==> config.mk <==
export PLATFORM = sky130hd
export DESIGN_NAME = chs_cell
export DESIGN_NICKNAME = d
export VERILOG_FILES = /design/src/chs_pkg.sv /design/src/chs_cell.sv
export SDC_FILE = /design/constraint.sdc
export NUM_CORES = 1
export LEC_CHECK = 0
export BUFFER_PORTS_ARGS = -buffer_cell sky130_fd_sc_hd__buf_2
export CAP_MARGIN = 0
export CORE_AREA = 2 2 156 128
export DETAILED_ROUTE_END_ITERATION = 16
export DIE_AREA = 0 0 158 130
export HOLD_SLACK_MARGIN = 0.1
export PLACE_DENSITY = 0.77
export SLEW_MARGIN = 20
export SYNTH_ARGS = -nofsm -noshare
export SYNTH_HDL_FRONTEND = slang
export SYNTH_SLANG_ARGS = --single-unit
==> constraint.sdc <==
create_clock -name clk -period 2.9 [get_ports clk]
set_input_delay 0.145 -clock clk [delete_from_list [all_inputs] [get_ports clk]]
set_output_delay 0.145 -clock clk [all_outputs]
set_load 0.01 [all_outputs]
==> src/chs_pkg.sv <==
// ----------------------------------------------------------------------------
// chs_pkg
// shared types, constants and the arctangent table for the compass heading
// pipeline
// ----------------------------------------------------------------------------
package chs_pkg;

  // angle accumulator in units of 1/256 centidegree
  localparam int ANG_W = 25;
  localparam int FRAC_BITS = 8;
  localparam int ANGLE_W = ANG_W - FRAC_BITS;
  localparam int SUM_W = ANGLE_W + 1;
  localparam int HEAD_W = 16;
  localparam int DECL_W = 16;

  // guard bits below the axis readings, and headroom for cordic gain
  localparam int GUARD_BITS = 20;
  localparam int GROWTH_BITS = 2;
  localparam int TABLE_LEN = 24;

  localparam logic signed [ANG_W-1:0] QUARTER_TURN = 25'sd2304000;
  localparam logic signed [ANG_W-1:0] ROUND_HALF = 25'sd128;
  localparam logic signed [ANGLE_W-1:0] ANG_MAX = 17'sd18000;
  localparam logic signed [ANGLE_W-1:0] ANG_MIN = -17'sd17999;
  localparam logic signed [SUM_W-1:0] FULL_CIRCLE = 18'sd36000;
  localparam logic signed [DECL_W-1:0] DECL_MAX = 16'sd18000;
  localparam logic signed [DECL_W-1:0] DECL_MIN = -16'sd18000;
  localparam logic signed [DECL_W-1:0] DECL_RESET = -16'sd255;

  typedef struct packed {
    logic valid;
    logic zero;
  } cell_ctrl_t;

  // atan(2^-i) in units of 1/256 centidegree
  function automatic logic signed [ANG_W-1:0] arc_at(input int i);
    logic signed [ANG_W-1:0] a;
    case (i)
      0:  a = 25'sd1152000;
      1:  a = 25'sd680065;
      2:  a = 25'sd359328;
      3:  a = 25'sd182400;
      4:  a = 25'sd91554;
      5:  a = 25'sd45822;
      6:  a = 25'sd22916;
      7:  a = 25'sd11459;
      8:  a = 25'sd5730;
      9:  a = 25'sd2865;
      10: a = 25'sd1432;
      11: a = 25'sd716;
      12: a = 25'sd358;
      13: a = 25'sd179;
      14: a = 25'sd90;
      15: a = 25'sd45;
      16: a = 25'sd22;
      17: a = 25'sd11;
      18: a = 25'sd6;
      19: a = 25'sd3;
      20: a = 25'sd1;
      21: a = 25'sd1;
      default: a = '0;
    endcase
    return a;
  endfunction

endpackage

==> src/chs_cell.sv <==
// ----------------------------------------------------------------------------
// chs_cell
// one cordic vectoring micro-rotation, registered
// ----------------------------------------------------------------------------
module chs_cell #(
  parameter int W = 35,
  parameter int STAGE = 0
) (
  input  logic                             clk,
  input  logic                             rst,
  input  chs_pkg::cell_ctrl_t              up_ctrl,
  input  logic signed [W-1:0]              up_x,
  input  logic signed [W-1:0]              up_y,
  input  logic signed [chs_pkg::ANG_W-1:0] up_z,
  output logic                             up_ready,
  output chs_pkg::cell_ctrl_t              ctrl,
  output logic signed [W-1:0]              x,
  output logic signed [W-1:0]              y,
  output logic signed [chs_pkg::ANG_W-1:0] z,
  input  logic                             down_ready
);

  localparam logic signed [chs_pkg::ANG_W-1:0] ARC = chs_pkg::arc_at(STAGE);

  logic adv;
  logic signed [W-1:0] xs, ys, x_next, y_next;
  logic signed [chs_pkg::ANG_W-1:0] z_next;

  assign adv = !ctrl.valid || down_ready;
  assign up_ready = adv;

  always_comb begin
    xs = up_x >>> STAGE;
    ys = up_y >>> STAGE;
    if (!up_y[W-1]) begin
      x_next = up_x + ys;
      y_next = up_y - xs;
      z_next = up_z + ARC;
    end else begin
      x_next = up_x - ys;
      y_next = up_y + xs;
      z_next = up_z - ARC;
    end
  end

  always_ff @(posedge clk) begin
    if (rst) begin
      ctrl <= '0;
    end else if (adv) begin
      ctrl <= up_ctrl;
    end
  end

  always_ff @(posedge clk) begin
    if (adv) begin
      x <= x_next;
      y <= y_next;
      z <= z_next;
    end
  end

endmodule

==> summary.md <==
| Metric | Value |
|---|---|
| Critical setup path kind | `input pin to flip-flop` |
| Post-place setup slack | `-0.4081 ns` |
| Top FF cell, synth | `edfxtp_1` |
| Initial Utilization | `49.63%` |
| Cells after DPL | `1,708` |
| DPL Wire Length | `25.90 mm` |
| Final Wtd Congestion | `0.9900` |
| Initial antenna violation count | `0` |
| Total grt overflow | `0` |
| First-pass GRT wire length | `48.60 mm` |
| Final Non-Filler Cells | `1,738` |
| Reg-to-reg setup timing slack | `1.15 ns` |
| Peak VDD IR | `306.0 uV` |
| Final min period | `2.858 ns` |
| Htree depth | `3` |
| Critical path cell sequence | `buf_2 > inv_1 > ha_1 > buf_4 > nor2b_2 > o31ai_1 > a21o_1 > buf_4 > o21ai_0 > a2111oi_0 > buf_4 > a21oi_1 > xnor2_1` |
| Drt wl/cell | `18.60 um` |
| Die footprint | `20,540 um2` |
| Final Slew Violations | `0` |
| Max-cap violations | `0` |
| Post-route clock skew | `0.003237 ns` |
| Post-synth EDFFs | `94` |
| Power density over cell area | `455.9 nW/um2` |
| Vias/cell | `5.764` |
| R2R Path End | `ctrl[1]$_SDFFE_PP0P_` |
| First-pass iteration count of the detailed router | `5` |
| Syn Inst Count | `1,112` |
| Clk pin slew, worst setup/hold paths | `0.07 ns` |
| CTS Buf Count | `9` |
| Synth Warn # | `0` |
| Max frequency | `349.9 MHz` |
| Clk sinks | `96` |
| Die X-Extent | `158 um` |
| Worst min-delay path category | `input pin to flip-flop` |
| R2R Path Start | `ctrl[1]$_SDFFE_PP0P_` |
| Register Area | `2863 um2` |
| CTS tree | `yes` |
| Critical Path RT | `2.99 ns` |
| Share of cells above drive strength 1 | `29.17%` |
| # port buffers | `197` |
| Worst setup margin | `0.04185 ns` |
| WHS Path Cells | `2` |
| Global Route Usage Sum | `30.42%` |
| Max stage delay on crit path | `0.75 ns` |
| Final hold vios | `0` |
| Number of placed I/O pins | `198` |
| Multi-input gate area | `6158 um2` |
| Number of library cell types mapped by synthesis | `70` |
| # DRC | `0` |
| Cell area after synthesis | `9540 um2` |
| Status | `complete, no violations` |
| Slowest CP cell | `a2111oi_0` |
| Max FO, Critical Path | `10` |
| 1st-iter DRT viols | `1,066` |
| Post-route ant nets | `0` |
| Crit end category | `flip-flop` |
| CP Data Arrival Time | `2.95 ns` |
| CP startpoint kind | `input pin` |
| Vias in the first global route | `9,217` |
| Largest net degree at the start of global routing | `79` |
| Max Root-Sink Buffers | `2` |
| Synthesis-to-layout area growth | `31.84%` |
| Hold Crit Endpoint | `y[34]$_DFFE_PP_` |
| Layout fillers | `1,647` |
| RSZ-0062 raised after global routing | `true` |
| Synth Area per Inst | `8.579 um2` |
| Die height | `130 um` |
| Worst reg-to-reg path cell count | `3` |
| Antenna cells | `0` |
| Syn nets | `1,331` |
| Tightest Pin Transition | `0.8429 ns` |
| Tcrit/Tclk final | `98.56%` |
| Core ar. | `19,220 um2` |
| Most frequent cell on the critical path | `buf_4` |
| Worst hold start | `up_x[34]` |
| Yosys reg bits | `96` |
| Routed WL | `32.32 mm` |
| Async S/R FF share, synth | `0%` |
| Leakage power | `5.975 nW` |
| Post-CTS Setup Bufs | `0` |
| DR vias | `10.02k` |
| Count of final setup violators | `0` |
| Core Rows | `46` |
| Nets | `1,688` |
| Rel. slew slack | `43.81%` |
| Clock root buffer | `clkbuf_16` |
| Sequential element share of the synthesized area | `30.01%` |
| Worst-Skew Late Latency | `0.35 ns` |
==> per-stage QoR <==
step | total power, mW | util [%] | instance area (um2) | setup TNS, ns | hold slack, ns
2_1_floorplan | 3.319 | - | 9543 | 0 | 0.2141
3_3_place_gp | 4.348 | 62.79 | 12070 | -8.143 | 0.3206
3_5_place_dp | 4.397 | 62.79 | 12070 | -8.284 | 0.3225
4_1_cts | 5.680 | 65.13 | 12520 | 0 | 0.1174
5_1_grt | 6.004 | 65.43 | 12580 | -0.06011 | 0.1517
6_report | 5.735 | 65.43 | 12580 | 0 | 0.1207
==> layout make-up <==
| class | instances | area share [%] |
|---|---|---|
| tap | 264 | 2.626 |
| clock inverter | 7 | 0.6267 |
| timing repair buffer | 393 | 20.01 |
| sequential | 96 | 22.76 |
| multi-input combinational | 861 | 48.96 |
| clock buffer | 9 | 1.791 |
| inverter | 108 | 3.223 |
==> synthesized netlist by cell type (all sizes together), types with 11 or more instances <==
library cell  instances  area [um2]
inv                 108       405.4
xor2                 19       166.4
a21oi               133       665.6
nand2                64       240.2
xnor2                61       534.3
ha                  115        1439
a21o                 28       210.2
nand3                16       80.08
mux2i                12       120.1
nor2                 76       285.3
a31oi                11       68.82
edfxtp               94        2823
a211oi               22       180.2
o21bai               17       127.6
nand2b               12       75.07
clkbuf               30       112.6
nor2b                14       87.58
o21ai                80       400.4
o21a                 14       105.1
nor3                 21       105.1
buf                  17       72.57
==> cells in the final DEF (no fill, tap or decap), drive strengths merged, types with 7 or more instances in the layout <==
cell type and n:
nor3 21, o21ai 80, a21o 28, o21bai 17, a21boi 7, and2 9, edfxtp 94, o211ai 7
xnor2 61, buf 379, xor2 19, or2 8, nand2b 12, nand2 64, nor2b 14, nand3 16
clkbuf 9, dlygate4sd3 14, o31ai 9, a21oi 133, nor2 76, nand4 7, mux2i 12, or3 7
nor4 7, o21a 14, inv 111, and3 8, ha 115, a31oi 11, a211oi 22
==> repair_timing <==
item,4_1_cts,5_1_grt
endpoints found under the setup margin,5,22
gates resized for setup,1,15
endpoints found under the hold margin,13,0
hold buffers,14,0
pin swaps,0,2
==> where the power goes <==
| group | internal (mW) | switching (mW) |
|---|---|---|
| registers | 1.88 | 0.0815 |
| logic | 1.08 | 1.42 |
| clock network | 0.681 | 0.588 |
==> logic make-up after synthesis <==
logic type | share of synthesized area, %
flops | 30.01
compound gates | 25.57
fa+ha+maj | 15.92
mux | 1.377
xor+xnor | 7.344
simple gates | 13.59
buf+inv | 6.190
==> worst max-delay path by stage <==
| stage | cells after the start | end | from |
|---|---|---|---|
| final | 13 | y[16]$_DFFE_PP_ | up_x[2] |
| after global routing | 14 | x[34]$_DFFE_PP_ | up_x[0] |
| after CTS | 15 | x[33]$_DFFE_PP_ | up_x[1] |
| after detailed placement | 14 | x[34]$_DFFE_PP_ | up_x[0] |
| after global placement | 14 | y[18]$_DFFE_PP_ | up_x[0] |
| after floorplan | 11 | x[34]$_DFFE_PP_ | up_x[20] |
==> state kept, by name (all words and copies together), names as in the netlist <==
name and count:
ctrl 2, z 25, y 35, x 34
==> per-layer routing <==
metal	global-route usage [%]	share of wire, %	vias up
li1	-	-	4708
met1	44.64	46	4683
met2	45.09	42	588
met3	6.775	11	38
met4	8.267	1.8	0
met5	0	0	-
==> worst max-delay path, delay by kind of cell <==
kind            cells  cell delay [ns]
compound gates      5             1.43
xor+xnor            1             0.20
fa+ha+maj           1             0.31
buf+inv             5             0.68
simple gates        1             0.17
(Power assumes the default switching activity.)
