`src/chs_pkg.sv`:
```
// ----------------------------------------------------------------------------
// chs_pkg
// shared types, constants and the arctangent table for the compass heading
// pipeline
// ----------------------------------------------------------------------------
package chs_pkg;

  // angle accumulator in units of 1/256 centidegree
  localparam int ANG_W = 25;
  localparam int FRAC_BITS = 8;
  localparam int ANGLE_W = ANG_W - FRAC_BITS;
  localparam int SUM_W = ANGLE_W + 1;
  localparam int HEAD_W = 16;
  localparam int DECL_W = 16;

  // guard bits below the axis readings, and headroom for cordic gain
  localparam int GUARD_BITS = 20;
  localparam int GROWTH_BITS = 2;
  localparam int TABLE_LEN = 24;

  localparam logic signed [ANG_W-1:0] QUARTER_TURN = 25'sd2304000;
  localparam logic signed [ANG_W-1:0] ROUND_HALF = 25'sd128;
  localparam logic signed [ANGLE_W-1:0] ANG_MAX = 17'sd18000;
  localparam logic signed [ANGLE_W-1:0] ANG_MIN = -17'sd17999;
  localparam logic signed [SUM_W-1:0] FULL_CIRCLE = 18'sd36000;
  localparam logic signed [DECL_W-1:0] DECL_MAX = 16'sd18000;
  localparam logic signed [DECL_W-1:0] DECL_MIN = -16'sd18000;
  localparam logic signed [DECL_W-1:0] DECL_RESET = -16'sd255;

  typedef struct packed {
    logic valid;
    logic zero;
  } cell_ctrl_t;

  // atan(2^-i) in units of 1/256 centidegree
  function automatic logic signed [ANG_W-1:0] arc_at(input int i);
    logic signed [ANG_W-1:0] a;
    case (i)
      0:  a = 25'sd1152000;
      1:  a = 25'sd680065;
      2:  a = 25'sd359328;
      3:  a = 25'sd182400;
      4:  a = 25'sd91554;
      5:  a = 25'sd45822;
      6:  a = 25'sd22916;
      7:  a = 25'sd11459;
      8:  a = 25'sd5730;
      9:  a = 25'sd2865;
      10: a = 25'sd1432;
      11: a = 25'sd716;
      12: a = 25'sd358;
      13: a = 25'sd179;
      14: a = 25'sd90;
      15: a = 25'sd45;
      16: a = 25'sd22;
      17: a = 25'sd11;
      18: a = 25'sd6;
      19: a = 25'sd3;
      20: a = 25'sd1;
      21: a = 25'sd1;
      default: a = '0;
    endcase
    return a;
  endfunction

endpackage

```
`src/chs_entry.sv`:
```
// ----------------------------------------------------------------------------
// chs_entry
// entry cell: zero detect, quadrant pre-rotation and guard scaling
// ----------------------------------------------------------------------------
module chs_entry #(
  parameter int AXIS_WIDTH = 12,
  parameter int W = 35
) (
  input  logic                         clk,
  input  logic                         rst,
  input  logic                         up_valid,
  input  logic signed [AXIS_WIDTH-1:0] x_axis,
  input  logic signed [AXIS_WIDTH-1:0] y_axis,
  output logic                         up_ready,
  output chs_pkg::cell_ctrl_t          ctrl,
  output logic signed [W-1:0]          x,
  output logic signed [W-1:0]          y,
  output logic signed [chs_pkg::ANG_W-1:0] z,
  input  logic                         down_ready
);

  logic adv;
  logic signed [W-1:0] xe, ye, xr, yr;
  logic signed [chs_pkg::ANG_W-1:0] zr;
  logic zero_next;

  assign adv = !ctrl.valid || down_ready;
  assign up_ready = adv;

  always_comb begin
    xe = W'(x_axis);
    ye = W'(y_axis);
    xr = xe;
    yr = ye;
    zr = '0;
    if (x_axis[AXIS_WIDTH-1]) begin
      if (!y_axis[AXIS_WIDTH-1]) begin
        xr = ye;
        yr = -xe;
        zr = chs_pkg::QUARTER_TURN;
      end else begin
        xr = -ye;
        yr = xe;
        zr = -chs_pkg::QUARTER_TURN;
      end
    end
    zero_next = (x_axis == '0) && (y_axis == '0);
  end

  always_ff @(posedge clk) begin
    if (rst) begin
      ctrl <= '0;
    end else if (adv) begin
      ctrl.valid <= up_valid;
      ctrl.zero <= zero_next;
    end
  end

  always_ff @(posedge clk) begin
    if (adv) begin
      x <= xr <<< chs_pkg::GUARD_BITS;
      y <= yr <<< chs_pkg::GUARD_BITS;
      z <= zr;
    end
  end

endmodule

```
`config.mk`:
```
export PLATFORM = sky130hd
export DESIGN_NAME = chs_entry
export DESIGN_NICKNAME = d
export VERILOG_FILES = /design/src/chs_pkg.sv /design/src/chs_entry.sv
export SDC_FILE = /design/constraint.sdc
export NUM_CORES = 1
export LEC_CHECK = 0
export ABC_AREA = 1
export BUFFER_PORTS_ARGS = -buffer_cell sky130_fd_sc_hd__buf_2
export CAP_MARGIN = 20
export CELL_PAD_IN_SITES_DETAIL_PLACEMENT = 0
export CELL_PAD_IN_SITES_GLOBAL_PLACEMENT = 1
export CORE_UTILIZATION = 35
export DETAILED_ROUTE_END_ITERATION = 7
export PLACE_DENSITY = 0.94
export SLEW_MARGIN = 20
export SYNTH_ARGS = -nofsm -noshare
export SYNTH_HDL_FRONTEND = slang
export SYNTH_SLANG_ARGS = --single-unit
```
`constraint.sdc`:
```
create_clock -name clk -period 3.53 [get_ports clk]
set_input_delay 0 -clock clk [delete_from_list [all_inputs] [get_ports clk]]
set_output_delay 0 -clock clk [all_outputs]
set_load 0.005 [all_outputs]
```
==> run summary <==
In this run the vertical extent of the chip is 85.2 um. Count of endpoints failing hold in the final timing report: 0. The clock latency of the later-clocked register in the worst-skew pair was 280 ps; the standby leakage power was 1.35 nW.

The worst-case register-to-register setup slack is 2010 ps, and the combinational fraction of design power is 0.202. Final weighted congestion of routability-driven global placement: 0.836. The clock net in this run drives a total of 34 sinks. The number of clock buffers added by TritonCTS is 5. For the max-slew headroom at the worst pin, the log shows 0.560. The count of nets left with antenna violations once routing finished came out at 0. Entering global routing, the biggest net connects 28 pins. The fmax is 656 MHz.

From left edge to right edge, the die measures 85.2 um. The switching portion of total power is 0.276. The diode insertion count for antenna repair is 0, and the switching power summed over all nets is 0.263 mW. The count of placed standard cells in the final layout, fillers left out was 427; the number of buffers inserted by port buffering was 74. In this run the standard cell core region covers 6490 um^2. The worst setup path is captured at a primary output. The fraction of synthesized cell area taken by the top area cell type was 0.397; the number of flops mapped to enable cells by yosys was 32.

The final-report max-slew violation count is 0. In this run the core area contains 29 standard-cell rows. In this run the clock root is driven by a sky130_fd_sc_hd__clkbuf_8.

Initial core utilization: 0.373. The post-CTS setup buffer count was 0. Subtracting the final worst setup slack from the clock period gives 1520 ps. In this run, the number of DRC markers left after iteration 0 of detailed routing was 106. Async set or reset register ratio after synthesis: 0. The worst IR drop on VDD is 0.000130 V, and the total DRC errors in the routed layout is 0. The flow ran to the end, and the final reports show no timing, DRC or antenna violations. The biggest area contributor in the post-synthesis netlist is sky130_fd_sc_hd__edfxtp_1. Final worst-path cycle share: 0.432. The transition time at the pin with the least slew margin came out at 659 ps. Compared with the post-synthesis result, the final layout area differs by 10.2%. TritonCTS built the clock tree.

Summed over all layers, the global routing overflow is 0. Counting instances in the post-synthesis netlist gives the leading cell types as sky130_fd_sc_hd__nand2_1 (65), sky130_fd_sc_hd__buf_4 (64), sky130_fd_sc_hd__edfxtp_1 (32), sky130_fd_sc_hd__nor2_1 (24). The die area is 7250 um^2, and the clock network fraction of design power is 0.281.

The setup path with the least slack is of type register to primary output. The total routing resource utilization after global routing came out at 0.132. Among all flip-flop cells after synthesis, the most frequent one is sky130_fd_sc_hd__edfxtp_1. For the unique cell type count in the Yosys netlist, the log shows 33.

In the post-route analysis, the smallest setup slack over all paths is 2010 ps. The pre-antenna-repair detailed-routing pass consisted of 4 iterations. Setup repair after global routing left no endpoint under its margin. In the routed layout, each cell is associated on average with a via count of 4.47. The logs give 0.413 for the sequential share of the synthesized area and 0 ps for the sum of negative setup slack. The number of antenna violations at the first check in global routing was 0; the clock transition time at the flip-flop clock pins of the worst setup and hold paths was 70 ps. The path class of the tightest hold or removal check is input port to register. Detailed routing inserted a total of 1908 vias. The logs give 3530 ps for the required time at the endpoint of the critical path and 1000 um^2 for the total area of sequential cells. The power per cell area is 358 nW/um^2. The first global-routing pass estimated 7.42 mm of wire. Counting tap cells, the placed design contains a total of 418 instances. The worst setup path is launched from a register. The worst slack after detailed placement was 1980 ps. The number of global-route vias before repair was 1606. Multi-input combinational cell area: 986 um^2. Final worst clock skew: 6.34 ps. In the post-synthesis netlist, the cell with the most instances is sky130_fd_sc_hd__nand2_1. For the number of maximum-capacitance constraint violations, the log shows 0. Detailed placement finished with a half-perimeter wire length of 3.75 mm. Yosys attributes the largest share of cell area to sky130_fd_sc_hd__edfxtp_1 (40%), sky130_fd_sc_hd__buf_4 (20%), sky130_fd_sc_hd__nand2_1 (10%). The Yosys step of the flow raised 0 warnings.

The average detailed-routed wire length per instance is 11.5 um. The layout has 645 filler cells. The logs give 2 for the maximum number of buffers from clock root to sink and 2 for the H-tree depth.

Along the worst path, the maximum fanout reaches 15. The cell count after synthesis came out at 286. Summed over all layers, the routed wires come to 4.92 mm. The logs give 1520 ps for the worst endpoint data arrival time and 380 for the number of nets at the end of the flow. The internal power contribution was 0.691 mW.

The share of post-route cells with drive strength above 1 is 0.283, and the final number of setup-violating endpoints is 0. The flop and latch count out of synthesis was 34; the sequential fraction of design power was 0.517. After synthesis the cells add up to 2420 um^2.

The per-instance average area after synthesis is 8.47 um^2, and the total I/O pin count is 126.
==> final timing paths <==
kind	from	end	cells after the start
max	ctrl[1]	up_ready	4
min	x_axis[9]	x[29]	3
max reg2reg	ctrl[1]	x[32]	4
min reg2reg	ctrl[0]	ctrl[0]	2
==> flip-flops by register name, indices dropped and copies added (netlist names) <==
signal  cells
y          14
ctrl        2
x          15
z           3
==> power by group through the flow <==
stage               registers, mW  logic (mW)  clock network (mW)
floorplan                   0.509       0.153                   0
global placement            0.502       0.184                   0
detailed placement          0.503       0.190                   0
CTS                         0.494       0.193               0.284
global route                0.497       0.218               0.302
finish                      0.494       0.193               0.268
==> final cells by class <==
| class | count | share of cell area |
|---|---|---|
| multi-input combinational | 210 | 0.370 |
| tap | 77 | 0.0361 |
| inverter | 22 | 0.0328 |
| timing repair buffer | 77 | 0.157 |
| clock inverter | 2 | 0.00375 |
| sequential | 34 | 0.375 |
| clock buffer | 5 | 0.0258 |
==> worst max-delay path: stages (launching register included) <==
cell	delay (ps)
sky130_fd_sc_hd__dfxtp_1	340
sky130_fd_sc_hd__inv_1	50
sky130_fd_sc_hd__nor2_1	230
sky130_fd_sc_hd__inv_1	370
sky130_fd_sc_hd__buf_2	250
==> cells by family (layout without fill, tap and decap cells) <==
| family | after synthesis | count (layout) | share of synthesized area |
|---|---|---|---|
| AOI/OAI and AO/OA | 23 | 23 | 0.0584 |
| xor gates and xnor gates | 6 | 6 | 0.0217 |
| adders and majority gates | 2 | 2 | 0.0103 |
| buffers and inverters | 95 | 106 | 0.261 |
| DFF | 34 | 34 | 0.413 |
| other | 1 | 54 | 0.00155 |
| and+or+nand+nor | 125 | 125 | 0.233 |
==> layer usage <==
metal | track usage | routed length [um]
met5 | 0 | 0
met4 | 0.0462 | 67
met3 | 0.0340 | 380
met2 | 0.232 | 2470
met1 | 0.157 | 2000
==> stage by stage <==
stage | util | area, um^2 | power [mW] | hold WS (ps)
2_1_floorplan | - | 2620 | 0.662 | 69.1
3_3_place_gp | 0.391 | 2540 | 0.686 | 172
3_5_place_dp | 0.395 | 2570 | 0.693 | 181
4_1_cts | 0.411 | 2670 | 0.971 | 25.8
5_1_grt | 0.411 | 2670 | 1.02 | 46.5
6_report | 0.411 | 2670 | 0.954 | 28.4
==> what timing repair did <==
| item | in CTS | in global routing |
|---|---|---|
| endpoints found under the hold margin | 2 | 0 |
| resized for setup | 0 | 0 |
| hold buffers | 2 | 0 |
==> layout by cell type (no fill, tap or decap), types with 3 or more instances in the layout <==
master	instances
sky130_fd_sc_hd__a21oi_1	3
sky130_fd_sc_hd__a31oi_1	3
sky130_fd_sc_hd__buf_2	74
sky130_fd_sc_hd__clkbuf_8	5
sky130_fd_sc_hd__conb_1	54
sky130_fd_sc_hd__edfxtp_1	32
sky130_fd_sc_hd__inv_1	20
sky130_fd_sc_hd__nand2_1	65
sky130_fd_sc_hd__nand2_2	3
sky130_fd_sc_hd__nand3_1	20
sky130_fd_sc_hd__nand3_2	3
sky130_fd_sc_hd__nand3b_1	3
sky130_fd_sc_hd__nor2_1	24
sky130_fd_sc_hd__nor2_2	3
sky130_fd_sc_hd__o21ai_0	7
sky130_fd_sc_hd__o21ai_1	3
sky130_fd_sc_hd__o21ai_2	3
sky130_fd_sc_hd__xor2_1	5
(Power assumes the default switching activity.)
