[src/chs_pkg.sv]
// ----------------------------------------------------------------------------
// chs_pkg
// shared types, constants and the arctangent table for the compass heading
// pipeline
// ----------------------------------------------------------------------------
package chs_pkg;

  // angle accumulator in units of 1/256 centidegree
  localparam int ANG_W = 25;
  localparam int FRAC_BITS = 8;
  localparam int ANGLE_W = ANG_W - FRAC_BITS;
  localparam int SUM_W = ANGLE_W + 1;
  localparam int HEAD_W = 16;
  localparam int DECL_W = 16;

  // guard bits below the axis readings, and headroom for cordic gain
  localparam int GUARD_BITS = 20;
  localparam int GROWTH_BITS = 2;
  localparam int TABLE_LEN = 24;

  localparam logic signed [ANG_W-1:0] QUARTER_TURN = 25'sd2304000;
  localparam logic signed [ANG_W-1:0] ROUND_HALF = 25'sd128;
  localparam logic signed [ANGLE_W-1:0] ANG_MAX = 17'sd18000;
  localparam logic signed [ANGLE_W-1:0] ANG_MIN = -17'sd17999;
  localparam logic signed [SUM_W-1:0] FULL_CIRCLE = 18'sd36000;
  localparam logic signed [DECL_W-1:0] DECL_MAX = 16'sd18000;
  localparam logic signed [DECL_W-1:0] DECL_MIN = -16'sd18000;
  localparam logic signed [DECL_W-1:0] DECL_RESET = -16'sd255;

  typedef struct packed {
    logic valid;
    logic zero;
  } cell_ctrl_t;

  // atan(2^-i) in units of 1/256 centidegree
  function automatic logic signed [ANG_W-1:0] arc_at(input int i);
    logic signed [ANG_W-1:0] a;
    case (i)
      0:  a = 25'sd1152000;
      1:  a = 25'sd680065;
      2:  a = 25'sd359328;
      3:  a = 25'sd182400;
      4:  a = 25'sd91554;
      5:  a = 25'sd45822;
      6:  a = 25'sd22916;
      7:  a = 25'sd11459;
      8:  a = 25'sd5730;
      9:  a = 25'sd2865;
      10: a = 25'sd1432;
      11: a = 25'sd716;
      12: a = 25'sd358;
      13: a = 25'sd179;
      14: a = 25'sd90;
      15: a = 25'sd45;
      16: a = 25'sd22;
      17: a = 25'sd11;
      18: a = 25'sd6;
      19: a = 25'sd3;
      20: a = 25'sd1;
      21: a = 25'sd1;
      default: a = '0;
    endcase
    return a;
  endfunction

endpackage

[src/chs_finish.sv]
// ----------------------------------------------------------------------------
// chs_finish
// rounding and clamp of the angle, then declination add and wrap into the
// output register
// ----------------------------------------------------------------------------
module chs_finish (
  input  logic                                clk,
  input  logic                                rst,
  input  chs_pkg::cell_ctrl_t                 up_ctrl,
  input  logic signed [chs_pkg::ANG_W-1:0]    up_z,
  input  logic signed [chs_pkg::DECL_W-1:0]   decl,
  output logic                                up_ready,
  output logic                                out_valid,
  output logic [chs_pkg::HEAD_W-1:0]          heading,
  input  logic                                out_stall
);

  logic a_valid, a_adv, b_adv;
  logic signed [chs_pkg::ANGLE_W-1:0] ang, ang_next;
  logic signed [chs_pkg::ANG_W-1:0] zp;
  logic signed [chs_pkg::SUM_W-1:0] sum, h_next;

  assign b_adv = !out_valid || !out_stall;
  assign a_adv = !a_valid || b_adv;
  assign up_ready = a_adv;

  // round to nearest centidegree, ties upward, then clamp; zero vectors give zero
  always_comb begin
    zp = up_z + chs_pkg::ROUND_HALF;
    ang_next = zp[chs_pkg::ANG_W-1:chs_pkg::FRAC_BITS];
    if (ang_next > chs_pkg::ANG_MAX) begin
      ang_next = chs_pkg::ANG_MAX;
    end else if (ang_next < chs_pkg::ANG_MIN) begin
      ang_next = chs_pkg::ANG_MIN;
    end
    if (up_ctrl.zero) begin
      ang_next = '0;
    end
  end

  always_comb begin
    sum = chs_pkg::SUM_W'(ang) + chs_pkg::SUM_W'(decl);
    h_next = sum;
    if (sum < 0) begin
      h_next = sum + chs_pkg::FULL_CIRCLE;
    end else if (sum > chs_pkg::FULL_CIRCLE) begin
      h_next = sum - chs_pkg::FULL_CIRCLE;
    end
  end

  always_ff @(posedge clk) begin
    if (rst) begin
      a_valid <= 1'b0;
      out_valid <= 1'b0;
    end else begin
      if (a_adv) begin
        a_valid <= up_ctrl.valid;
      end
      if (b_adv) begin
        out_valid <= a_valid;
      end
    end
  end

  always_ff @(posedge clk) begin
    if (a_adv) begin
      ang <= ang_next;
    end
    if (b_adv) begin
      heading <= h_next[chs_pkg::HEAD_W-1:0];
    end
  end

endmodule

[config.mk]
export PLATFORM = sky130hd
export DESIGN_NAME = chs_finish
export DESIGN_NICKNAME = d
export VERILOG_FILES = /design/src/chs_pkg.sv /design/src/chs_finish.sv
export SDC_FILE = /design/constraint.sdc
export NUM_CORES = 1
export LEC_CHECK = 0
export ABC_AREA = 1
export BUFFER_PORTS_ARGS = -buffer_cell sky130_fd_sc_hd__clkbuf_2
export CAP_MARGIN = 20
export CORE_MARGIN = 4
export CORE_UTILIZATION = 42
export DETAILED_ROUTE_END_ITERATION = 10
export PLACE_DENSITY_LB_ADDON = 0.3
export SYNTH_ARGS = -nofsm -noshare
export SYNTH_HDL_FRONTEND = slang
export SYNTH_SLANG_ARGS = --single-unit
[constraint.sdc]
create_clock -name clk -period 3.5 [get_ports clk]
set_input_delay 0.525 -clock clk [delete_from_list [all_inputs] [get_ports clk]]
set_output_delay 0.525 -clock clk [all_outputs]
set_load 0.02 [all_outputs]
==> results of run 1 <==
==> cells in the final DEF (no fill, tap or decap), types with 3 or more instances in the layout <==
master,instances
nand2_1,196
inv_1,72
nand3_1,60
clkbuf_2,56
nor2_1,51
edfxtp_1,33
a21oi_1,28
ha_1,21
nand2_2,20
nand4_1,20
xor2_1,13
inv_2,12
o21ai_0,9
nor3_1,8
nor2_2,5
nand3_2,5
clkbuf_8,5
xnor2_1,3
nand2_4,3
==> layout make-up <==
cell class | count | area share
multi-input cells | 459 | 0.562
flip-flops and latches | 35 | 0.243
inverters | 84 | 0.0744
repair buffers | 58 | 0.0697
well taps | 108 | 0.0319
clock buffers | 6 | 0.0171
clock inverters | 2 | 0.00177
==> worst max path at each step <==
stage             from  slack [ns]         end
6_report        ang[0]        0.43  heading[8]
4_1_cts         ang[0]        0.43  heading[8]
2_1_floorplan  up_z[7]        0.61      ang[0]
5_1_grt        up_z[7]        0.02      ang[2]
3_3_place_gp   up_z[7]        0.19      ang[1]
3_5_place_dp   up_z[7]        0.16      ang[1]
==> worst max-delay path: cells and delay by family, from the launching register on <==
kind | cells | cell delay [ns]
xor+xnor | 1 | 0.21
fa+ha+maj | 2 | 0.74
buf+inv | 2 | 0.08
flops | 1 | 0.36
simple gates | 12 | 1.41
==> per-layer routing <==
| layer | global-route usage | vias to the layer above | routed length, µm |
|---|---|---|---|
| li1 | - | 2009 | - |
| met1 | 0.209 | 1655 | 3830 |
| met2 | 0.333 | 79 | 4550 |
| met3 | 0.0311 | 11 | 370 |
| met4 | 0.0484 | 0 | 121 |
| met5 | 0 | - | 0 |
==> cells in the mapped netlist, drive strengths merged <==
library cell	count	area share
edfxtp	33	0.26
o21bai	2	0.0040
a31oi	2	0.0033
xnor2	3	0.0070
and2	1	0.0017
fa	1	0.0053
xor2	14	0.035
nor3	10	0.016
nor2	57	0.062
dfxtp	2	0.011
nand3b	1	0.0020
clkbuf	1	0.0010
nand4	20	0.033
a21oi	28	0.037
or2	2	0.0033
inv	84	0.084
nand3	65	0.093
a211oi	1	0.0020
nand2	219	0.24
ha	21	0.070
o21ai	10	0.016
nor4	1	0.0017
buf	3	0.0057
a21o	1	0.0020
==> sequential cells by signal, indices dropped and copies added, names as in the netlist <==
register / flops
a_valid: 1
ang: 17
heading: 16
out_valid: 1
==> power by group through the flow <==
stage               combinational (mW)  sequential [mW]  clock (mW)
floorplan                        0.554            0.683           0
global placement                 0.830            0.591           0
detailed placement               0.847            0.592           0
CTS                              0.850            0.582       0.293
global route                     0.971            0.592       0.309
finish                           0.846            0.581       0.284
==> cell families (layout without fill, tap and decap cells) <==
kind of cell / after synthesis / in the layout / share of synthesized area
xor gates and xnor gates: 17 / 17 / 0.0417
AOI/OAI and AO/OA: 44 / 44 / 0.0650
DFF: 35 / 35 / 0.275
buffers and inverters: 88 / 150 / 0.0907
adders and majority gates: 22 / 22 / 0.0754
and+or+nand+nor: 376 / 376 / 0.452
==> flow_summary.json, run 1 <==
{
  "first_global_vias": 3546,
  "vias_per_cell": 4.99,
  "pre_cts_slack_ns": 0.162,
  "rr_worst_depth": 17,
  "cts_max_level": 2,
  "finalWirelength_mm": 8.88,
  "grt_pass1_wl_mm": 15.3,
  "rsz0062_at_grt": "no",
  "grt_use_total": 0.179,
  "cp.required_ns": 3.55,
  "p_leak_nw": 2.25,
  "maxSlewViolCount": 0,
  "hold_viol": 0,
  "diodes": 0,
  "tritoncts": "built",
  "clock-sinks": 35,
  "crit_type": "flip-flop to flip-flop",
  "dpl.cell_count": 744,
  "drc_errors": 0,
  "hold_class": "primary input to flip-flop",
  "final_nets": 711,
  "ctsHoldBuffers": 0,
  "syn_area_mm2": 0.00375,
  "slowest_delay_ns": 0.47,
  "r2r_slack_ns": 0.43,
  "cts_buffer_depth": 2,
  "min_to": "a_valid",
  "gp_congestion": 0.892,
  "avgSynthCellArea_um2": 6.45,
  "hp-start": "rst",
  "hold_path_depth": 2,
  "total_power_mw": 1.71,
  "period_needed_ns": 3.07,
  "die_area_mm2": 0.0105,
  "p_int_uw": 982,
  "regArea_mm2": 0.00103,
  "setup-violations-final": 0,
  "holdWs_ns": 0.404,
  "drt-wirelength-per-cell_um": 11.8,
  "cp-end-kind": "flip-flop",
  "grt_max_degree": 20,
  "relSlewSlack": 0.400,
  "worstReg2RegStart": "ang[0]",
  "cp_slowest_cell": "fa_1",
  "die_x_um": 103,
  "fmax_mhz": 326,
  "final_core_utilization": 0.486,
  "port_buffers": 56,
  "synthDistinctLibCells": 34,
  "worst-slew-pin-transition_ns": 0.897,
  "clock_latency_ns": 0.29,
  "seq_power_share": 0.340,
  "path_clk_slew_ns": 0.07,
  "fillers": 876,
  "placementRows": 34,
  "core-area_mm2": 0.00872,
  "postLayoutCellArea_mm2": 0.00424,
  "post_route_cells_drive_above_1_share": 0.179,
  "synth_cells": 582,
  "p_switching_uw": 730,
  "cts-root-buf": "clkbuf_8",
  "ys_ff_latch": 35,
  "multiInputGateArea_mm2": 0.00238,
  "synth_warnings": 0,
  "fin_skew_ns": 0.00204,
  "fp.dieH_um": 103,
  "path_common_cell": "nand2_1",
  "fin_cells": 752,
  "area_delta_synth_final_pct": 12.9,
  "ioPinCount": 64,
  "numCtsBuffers": 5,
  "p_comb_frac": 0.495,
  "start_kind": "flip-flop",
  "yosysSeqAreaShare": 0.275,
  "path_cells": "ha_1 -> fa_1 -> nand2_1 -> inv_2 -> nand2_2 -> nand2_2 -> nand2_1 -> nand2_1 -> xor2_1 -> nor2_1 -> nand3_1 -> nor2_1 -> nand4_1 -> nand3_1 -> nand2_1 -> nand2_1 -> inv_1",
  "syn-num-nets": 650,
  "drtIter0Drc": 198,
  "fin_tns_setup_ns": 0,
  "dpl_cell_area_mm2": 0.00416,
  "grt-ovfl-total": 0,
  "reg2reg_to": "heading[8]",
  "vias": 3754,
  "timing.final.ws_setup_ns": 0.434,
  "switching_share": 0.426,
  "critPathArrivalTime_ns": 3.12,
  "antenna_found_initial": 0,
  "power_density_mw_per_mm2": 404,
  "cp_max_fo": 7,
  "pwr-share-clk": 0.166,
  "initial_core_util": 0.430,
  "irDropWorstVdd_uv": 127,
  "firstDrtPassIters": 5,
  "hpwl_mm": 7.50,
  "fin_crit_sh": 0.876,
  "post_cts_buffers": 0,
  "drv_cap": 0,
  "postCtsResizedCells": 0,
  "status": "completed",
  "ant_nets": 0
}
No activity file was read; power rests on OpenSTA's default activity.
==> inputs of run 2 (changes only) <==
--- a/config.mk
+++ b/config.mk
@@ -10,6 +10,7 @@
 export CAP_MARGIN = 20
 export CORE_MARGIN = 4
 export CORE_UTILIZATION = 42
+export CTS_CLUSTER_SIZE = 25
 export DETAILED_ROUTE_END_ITERATION = 10
 export PLACE_DENSITY_LB_ADDON = 0.3
 export SYNTH_ARGS = -nofsm -noshare
==> constraint.sdc (replaced) <==
create_clock -name clk -period 3.5 [get_ports clk]
set_input_delay 0.7 -clock clk [delete_from_list [all_inputs] [get_ports clk]]
set_output_delay 0.7 -clock clk [all_outputs]
set_load 0.02 [all_outputs]
==> flow_summary.json, run 2 (synthesized netlist as in run 1, its figures left out) <==
{
  "final_nets": 720,
  "pwr-share-clk": 0.161,
  "core-area_mm2": 0.00872,
  "status": "completed",
  "rsz0062_at_grt": "no",
  "setup-violations-final": 0,
  "cp.required_ns": 3.55,
  "wl_met3_um": 323,
  "tritoncts": "built",
  "post_cts_buffers": 0,
  "path_clk_slew_ns": 0.07,
  "vias_per_cell": 5.06,
  "path_cells": "clkbuf_2 -> ha_1 -> fa_1 -> nand2_1 -> inv_2 -> nand2_2 -> nand2_2 -> nand2_1 -> nand2_1 -> xor2_1 -> nor2_1 -> nand3_1 -> nor2_1 -> nand4_1 -> nand3_1 -> nand2_1 -> nand2_1 -> inv_1",
  "ioPinCount": 64,
  "hold_viol": 0,
  "relSlewSlack": 0.536,
  "highest_layer": "met4",
  "antenna_found_initial": 0,
  "maxSlewViolCount": 0,
  "path_common_cell": "nand2_1",
  "fin_skew_ns": 0.00754,
  "power_density_mw_per_mm2": 399,
  "drc_errors": 0,
  "p_switching_uw": 730,
  "diodes": 0,
  "p_leak_nw": 2.29,
  "postCtsResizedCells": 0,
  "firstDrtPassIters": 4,
  "area_delta_synth_final_pct": 14.7,
  "fp.dieH_um": 103,
  "seq_power_share": 0.338,
  "period_needed_ns": 3.08,
  "cp_max_fo": 7,
  "initial_core_util": 0.430,
  "p_comb_frac": 0.500,
  "gp_congestion": 0.881,
  "fillers": 908,
  "cts_max_level": 2,
  "grt_pass1_wl_mm": 15.3,
  "ctsHoldBuffers": 0,
  "slowest_delay_ns": 0.45,
  "die_x_um": 103,
  "fin_crit_sh": 0.881,
  "die_area_mm2": 0.0105,
  "clock_latency_ns": 0.29,
  "numCtsBuffers": 5,
  "hold_class": "flip-flop to flip-flop",
  "wl_met2_mm": 4.68,
  "p_int_uw": 987,
  "cts-root-buf": "clkbuf_8",
  "fmax_mhz": 324,
  "fin_tns_setup_ns": 0,
  "grt-ovfl-total": 0,
  "holdWs_ns": 0.459,
  "reg.largest.list": "ang x17, heading x16",
  "first_global_vias": 3605,
  "drtIter0Drc": 124,
  "grt_use_total": 0.178,
  "met1_length_mm": 3.80,
  "cp-end-kind": "flip-flop",
  "placementRows": 34,
  "finalWirelength_mm": 8.94,
  "worst-slew-pin-transition_ns": 0.695,
  "grt_max_degree": 20,
  "dpl_cell_area_mm2": 0.00422,
  "port_buffers": 56,
  "regMostFlops": "ang",
  "crit_type": "primary input to flip-flop",
  "final_core_utilization": 0.493,
  "largest_register_ff_count": 17,
  "ant_nets": 0,
  "vias": 3847,
  "switching_share": 0.425,
  "post_route_cells_drive_above_1_share": 0.192,
  "irDropWorstVdd_uv": 139,
  "cts_buffer_depth": 2,
  "final_common_cell": "nand2_1",
  "drv_cap": 0,
  "critPathArrivalTime_ns": 3.13,
  "drt-wirelength-per-cell_um": 11.8,
  "clock-sinks": 35,
  "postLayoutCellArea_mm2": 0.00430,
  "start_kind": "primary input",
  "hpwl_mm": 7.57,
  "cp_slowest_cell": "fa_1",
  "layout_common_cells": "196 x nand2_1, 72 x inv_1, 60 x nand3_1"
}
[run 2: changes by cell type in the layout (fill, tap and decap cells not counted)]
cell / previous run / this run
clkbuf_1: 1 / 0
buf_4: 2 / 11
clkinv_2: 0 / 1
clkinv_1: 2 / 1
[run 2: cell type report]
class,count,area [µm²],share of cell area
clock buffers,5,68.8,0.0160
clock inverters,2,8.76,0.00204
inverters,84,315,0.0733
multi-input cells,459,2380,0.553
flip-flops and latches,35,1030,0.240
well taps,108,135,0.0314
repair buffers,67,363,0.0844
[run 2: stage by stage]
stage | setup slack [ns] | power, mW | std cells
final | 0.417 | 1.72 | 760
after global routing | 0.127 | 1.87 | 760
after CTS | 0.430 | 1.73 | 760
after detailed placement | 0.124 | 1.45 | 753
after global placement | 0.149 | 1.43 | 753
after floorplan | 0.439 | 1.24 | 582
[run 2: worst paths after layout]
path	from	end	slack (ns)	depth (start not counted)
hold / removal	a_valid	out_valid	0.46	2
setup reg to reg	ang[0]	heading[8]	0.53	17
hold reg to reg	a_valid	out_valid	0.46	2
setup / recovery	decl[0]	heading[8]	0.42	18
[run 2: power by group through the flow]
stage / sequential [mW] / combinational (mW) / clock, mW
floorplan: 0.683 / 0.554 / 0
global placement: 0.591 / 0.842 / 0
detailed placement: 0.592 / 0.858 / 0
CTS: 0.583 / 0.861 / 0.286
global route: 0.593 / 0.975 / 0.300
finish: 0.581 / 0.860 / 0.277
[run 2: metal layers]
| metal | track usage | vias to the layer above |
|---|---|---|
| li1 | - | 2031 |
| met1 | 0.213 | 1721 |
| met2 | 0.332 | 82 |
| met3 | 0.0230 | 13 |
| met4 | 0.0494 | 0 |
| met5 | 0 | - |
[run 2: critical path: cells and delay by family]
kind | cells | cell delay (ns)
simple gates | 12 | 1.39
fa+ha+maj | 2 | 0.66
buf+inv | 3 | 0.17
xor+xnor | 1 | 0.20
